## config.mk

```make
export PLATFORM = sky130hd
export DESIGN_NAME = mse_ctrl
export DESIGN_NICKNAME = d
export VERILOG_FILES = /design/src/rtl/mse_pkg.sv /design/src/rtl/mse_ctrl.sv
export SDC_FILE = /design/constraint.sdc
export NUM_CORES = 1
export LEC_CHECK = 0
export ABC_AREA = 1
export BUFFER_PORTS_ARGS = -buffer_cell sky130_fd_sc_hd__buf_2
export CAP_MARGIN = 20
export CORE_AREA = 4 4 41 43
export CTS_CLUSTER_DIAMETER = 150
export DETAILED_ROUTE_END_ITERATION = 10
export DIE_AREA = 0 0 45 47
export PLACE_DENSITY = 0.54
export RECOVER_POWER = 100
export SKIP_CTS_REPAIR_TIMING = 1
export SLEW_MARGIN = 40
export SYNTH_ARGS = -nofsm -noshare
export SYNTH_HDL_FRONTEND = slang
export SYNTH_SLANG_ARGS = --single-unit
```

## constraint.sdc

```tcl
create_clock -name i_clk -period 0.9 [get_ports i_clk]
set_clock_uncertainty 0.05 [all_clocks]
set_input_delay 0.09 -clock i_clk [delete_from_list [all_inputs] [get_ports i_clk]]
set_output_delay 0.09 -clock i_clk [all_outputs]
set_load 0.01 [all_outputs]
```

## src/rtl/mse_pkg.sv

```systemverilog
`timescale 1ns / 1ps
// ----------------------------------------------------------------------------
// mse_pkg
// Shared types and constants for the merge sort engine.
// ----------------------------------------------------------------------------
package mse_pkg;

    localparam int unsigned DATA_W        = 32;
    localparam int unsigned DEPTH_DEFAULT = 64;

    typedef struct packed {
        logic signed [DATA_W-1:0] value;
        logic                     last;
    } t_in;

    typedef struct packed {
        logic signed [DATA_W-1:0] sorted_value;
        logic                     last_out;
        logic                     overflow;
    } t_out;

    // controller -> datapath
    typedef struct packed {
        logic load;       // input transaction taken
        logic pass_init;  // start a merge pass at run base 0
        logic run_init;   // set up pointers of the next pair of runs
        logic merge;      // one compare / write step
        logic emit_init;  // rewind the read pointer for output
        logic emit;       // load the output register
    } t_cmd;

    // datapath -> controller
    typedef struct packed {
        logic w_lt_n;     // run width below element count: another pass
        logic run_last;   // current merge step finishes the run pair
        logic pass_last;  // current run pair is the last of the pass
        logic emit_last;  // current output element is the final one
        logic out_free;   // output register can take a new element
    } t_stat;

endpackage

```

## src/rtl/mse_ctrl.sv

```systemverilog
`timescale 1ns / 1ps
// ----------------------------------------------------------------------------
// mse_ctrl
// Sequencer: load, bottom-up merge passes, then emission of the sorted set.
// ----------------------------------------------------------------------------
module mse_ctrl (
    input  logic           i_clk,
    input  logic           i_rst_n,
    input  logic           i_in_valid,
    input  logic           i_in_last,
    input  mse_pkg::t_stat i_stat,
    output logic           o_in_ready,
    output mse_pkg::t_cmd  o_cmd
);

    typedef enum logic [2:0] {
        S_LOAD,
        S_PASS,
        S_RUN,
        S_RD,
        S_MRG,
        S_EMIT_RD,
        S_EMIT
    } t_state;

    t_state        r_state;
    t_state        n_state;
    mse_pkg::t_cmd n_cmd;

    always_comb begin
        n_state = r_state;
        n_cmd   = '0;
        case (r_state)
            S_LOAD: begin
                if (i_in_valid) begin
                    n_cmd.load = 1'b1;
                    if (i_in_last) begin
                        n_state = S_PASS;
                    end
                end
            end
            S_PASS: begin
                if (i_stat.w_lt_n) begin
                    n_cmd.pass_init = 1'b1;
                    n_state         = S_RUN;
                end else begin
                    n_cmd.emit_init = 1'b1;
                    n_state         = S_EMIT_RD;
                end
            end
            S_RUN: begin
                n_cmd.run_init = 1'b1;
                n_state        = S_RD;
            end
            S_RD: begin
                n_state = S_MRG;
            end
            S_MRG: begin
                n_cmd.merge = 1'b1;
                if (i_stat.run_last) begin
                    n_state = i_stat.pass_last ? S_PASS : S_RUN;
                end else begin
                    n_state = S_RD;
                end
            end
            S_EMIT_RD: begin
                n_state = S_EMIT;
            end
            S_EMIT: begin
                if (i_stat.out_free) begin
                    n_cmd.emit = 1'b1;
                    n_state    = i_stat.emit_last ? S_LOAD : S_EMIT_RD;
                end
            end
            default: begin
                n_state = S_LOAD;
            end
        endcase
    end

    always_ff @(posedge i_clk) begin
        if (!i_rst_n) begin
            r_state <= S_LOAD;
        end else begin
            r_state <= n_state;
        end
    end

    assign o_in_ready = (r_state == S_LOAD);
    assign o_cmd      = n_cmd;

endmodule

```

# Word level (Yosys, flattened, before mapping)
# Cells that the tools add are included.
# totals
regBits	3
# op_classes
n_reduce_logical	2
n_eq_ne	9
muxes	18
# op_table
op	count
one-hot mux 3 bit (7 select lines)	1
two-way mux 3 bit	5
two-way mux 1 bit	10
== test 3 bit (second input constant)	3
== test 3 x 2 -> 1 bit (second input constant)	2
!= test 2 bit (second input constant)	3
two-way mux 2 bit	2
== test 3 x 1 -> 1 bit (second input constant)	1
logical NOT 3 bit	1
AND reduction 3 bit	1

# Depth between registers and ports, before layout
# logic_depth
word_depth	3
depth_mapped	7

# Worst setup path before layout
# No wires, ideal clock.
# synth_timing
path_kind	register to register
startpoint	reg r_state[2]
endpoint	reg r_state[1]
slack_ns	-0.134
arrival_time_ns	0.929
t_required_ns	0.794
n_path_buf	0
setup_ns	0.056
stages_incl_launch_ff	7
cell_sequence	dfxtp_1 inv_2 nor3_2 nand2_1 nand4_1 nand2_1 inv_1
# synth_between
elab_chain_len	3
elab_cells_between_ends	12
# synth_lines
item	line_no	source
from (decl)	mse_ctrl.sv:26	t_state r_state;
from (signal assigned)	mse_ctrl.sv:85	r_state <= n_state;
== test 3 bit / logical NOT 3 bit (equally long branches)	mse_ctrl.sv:33	case (r_state)
!= test 2 bit (no line)	-	
AND reduction 3 bit (no line)	-	
# Parallel ways exist; a longest one is shown, timed or not.
# A chain may end at the register's enable or synchronous reset.

==> flow_summary.json <==
{
  "cts_tree": "built",
  "slew_headroom_pct": 89.9,
  "cts-root-buf": "clkbuf_4",
  "critPathRequiredTime_ns": 0.76,
  "top_layer_used": "met3",
  "status": "finished, violations left",
  "antenna_cells": 0,
  "fin_ws_ns": -0.299,
  "leakage_nw": 0.299,
  "route.met3.wl_um": 19,
  "finalCritPeriodShare_pct": 133,
  "ioPinCount": 16,
  "hold_class": "in2reg",
  "core_area_um2": 1300,
  "area_delta_synth_final_pct": 67.5,
  "tightestPinTransition_ns": 0.151,
  "design_area_um2": 497,
  "layout.nets": 84,
  "routedWlPerCell_um": 8.38,
  "drv_slew": 0,
  "rsz0062_at_grt": "yes",
  "antenna_found_initial": 0,
  "grt_pass1_vias": 321,
  "ys_seq_area_share_pct": 20.3,
  "worst_setup_path_start_kind": "flip-flop",
  "clock.fmax_mhz": 834,
  "clk_pin_slew_ns": 0.03,
  "clock_latency_ns": 0.23,
  "dieWidth_um": 45,
  "yosys_warnings": 0,
  "gp_congestion": 0.747,
  "routed_via_density": 4.18,
  "crit_arrival_ns": 1.06,
  "min_period_ns": 1.20,
  "ys_seq_elements": 3,
  "reg.largest.list": "r_state x3",
  "worst-path-buf-inv": 3,
  "dr_wl_met2_um": 436,
  "die_y_um": 47,
  "grt_pass1_wl_um": 1120,
  "largest_reg_flops": 3,
  "fillers": 150,
  "via_count": 372,
  "path_max_fanout": 6,
  "cts_sinks": 3,
  "critical-path-top-delay-family": "flip-flops",
  "place_area_um2": 435,
  "utilization_pct": 38.2,
  "syn_inst": 52,
  "ys_top_cells_by_count": "inv_1 (12), nand2_1 (11), inv_2 (4), nand3_1 (4)",
  "drc": 0,
  "setup_viol_count_final": 10,
  "cap_viol_max_count": 0,
  "gr-total-overflow": 0,
  "rows": 13,
  "avgSynthCellArea_um2": 5.70,
  "cts_buffer_depth": 2,
  "start_util_pct": 22.8,
  "violations": "setup timing",
  "cts_made_buffers": 3,
  "initialDrtViolationCount": 0,
  "finalNonFillerCells": 89,
  "grt_max_degree": 8,
  "dr.pass1.iters": 1,
  "drive_gt1_share_pct": 54.1,
  "htree_levels": 1,
  "power.total_mw": 0.683,
  "crit_path_cell_trace": "inv_6, nor3_2, nand2_1, inv_1, buf_2",
  "synth_top_flop_cell": "dfxtp_1",
  "wl_um": 746,
  "synthDominantCellAreaShare_pct": 20.3,
  "yosysTopAreaCell": "dfxtp_1",
  "dp.cells": 83,
  "synthTopCellsByArea": "dfxtp_1 (20%), inv_1 (15%), nand2_1 (14%)",
  "ant_nets": 0,
  "crit_slowest_cell": "dfxtp_4",
  "synth_enable_flop_cells": 0,
  "wl_met1_um": 289,
  "synthesis.nets": 61,
  "hold_violations": 0,
  "async_reset_ff_share_pct": 0,
  "cpPeakStageDelay_ns": 0.40,
  "powerDensity_nw_per_um2": 1380,
  "synth.most_common_cell": "inv_1",
  "peakVddDrop_mv": 0.614,
  "cp-end-kind": "output port",
  "largest-register": "r_state",
  "portBuffers": 15,
  "worst-setup-path-type": "reg2out",
  "grtUsageTotal_pct": 7.42,
  "die_area_um2": 2120,
  "ys_types": 16,
  "hpwl_um": 611,
  "syn-cell-area_um2": 297
}
==> cell families (layout without fill, tap and decap cells) <==
logic type / Yosys count / after routing / share of synthesized area, %
and+or+nand+nor: 28 / 28 / 50.6
buffers and inverters: 18 / 40 / 22.8
AOI/OAI and AO/OA: 3 / 3 / 6.33
DFF: 3 / 3 / 20.3
==> power breakdown <==
part | internal, mW | switching, mW
registers | 0.152 | 0.0478
clock network | 0.166 | 0.0614
logic | 0.115 | 0.142
==> layer usage <==
layer	up-vias	global-route usage, %
met5	-	0
met1	162	7.03
met2	3	13.6
li1	207	-
met3	0	2.30
met4	0	5.26
==> cell type report <==
cell class,instances,area (µm²),area share [%]
Multi-Input combinational cell,31,203,40.8
Timing Repair Buffer,18,97.6,19.6
Inverter,18,80.1,16.1
Sequential cell,3,71.3,14.4
Clock buffer,4,26.3,5.29
Tap cell,15,18.8,3.78
==> worst reg2reg max path: stages (launching register included) <==
cell,delay [ns]
dfxtp_4,0.40
buf_4,0.13
nand3_2,0.08
nand2_2,0.08
clkinv_1,0.05
nand3_1,0.06
nand2_1,0.06
a21oi_2,0.10
==> worst paths after layout <==
kind	start	endpoint	slack, ns	cells after the start
max	r_state[0]	o_cmd[4]	-0.30	5
min	i_rst_n	r_state[1]	0.02	3
max reg2reg	r_state[0]	r_state[2]	-0.18	7
min reg2reg	r_state[0]	r_state[0]	0.61	3
==> metrics by stage <==
stage | TNS, ns | setup WS (ns) | hold slack, ns
after floorplan | -0.0780 | -0.0280 | 0.137
after global placement | -0.475 | -0.108 | 0.242
after detailed placement | -0.460 | -0.0956 | 0.247
after CTS | -2.15 | -0.347 | 0.0137
after global routing | -2.79 | -0.362 | 0.0297
final | -2.15 | -0.299 | 0.0176
==> cell usage in the layout (no fill, tap or decap) <==
cell type,instances
clkbuf_1,1
buf_2,15
nand3_1,2
inv_1,12
a21oi_2,1
inv_6,2
nor2_2,3
inv_2,1
nor2_1,2
nand2_1,10
clkinv_1,2
nor2_4,1
inv_4,1
nand2_2,1
dfxtp_4,3
a21oi_1,1
o21ai_1,1
nand4_1,3
nand3_4,1
buf_4,3
nand3_2,3
clkbuf_4,3
nor3_2,1
nor3_4,1
No activity file was read; power rests on OpenSTA's default activity.
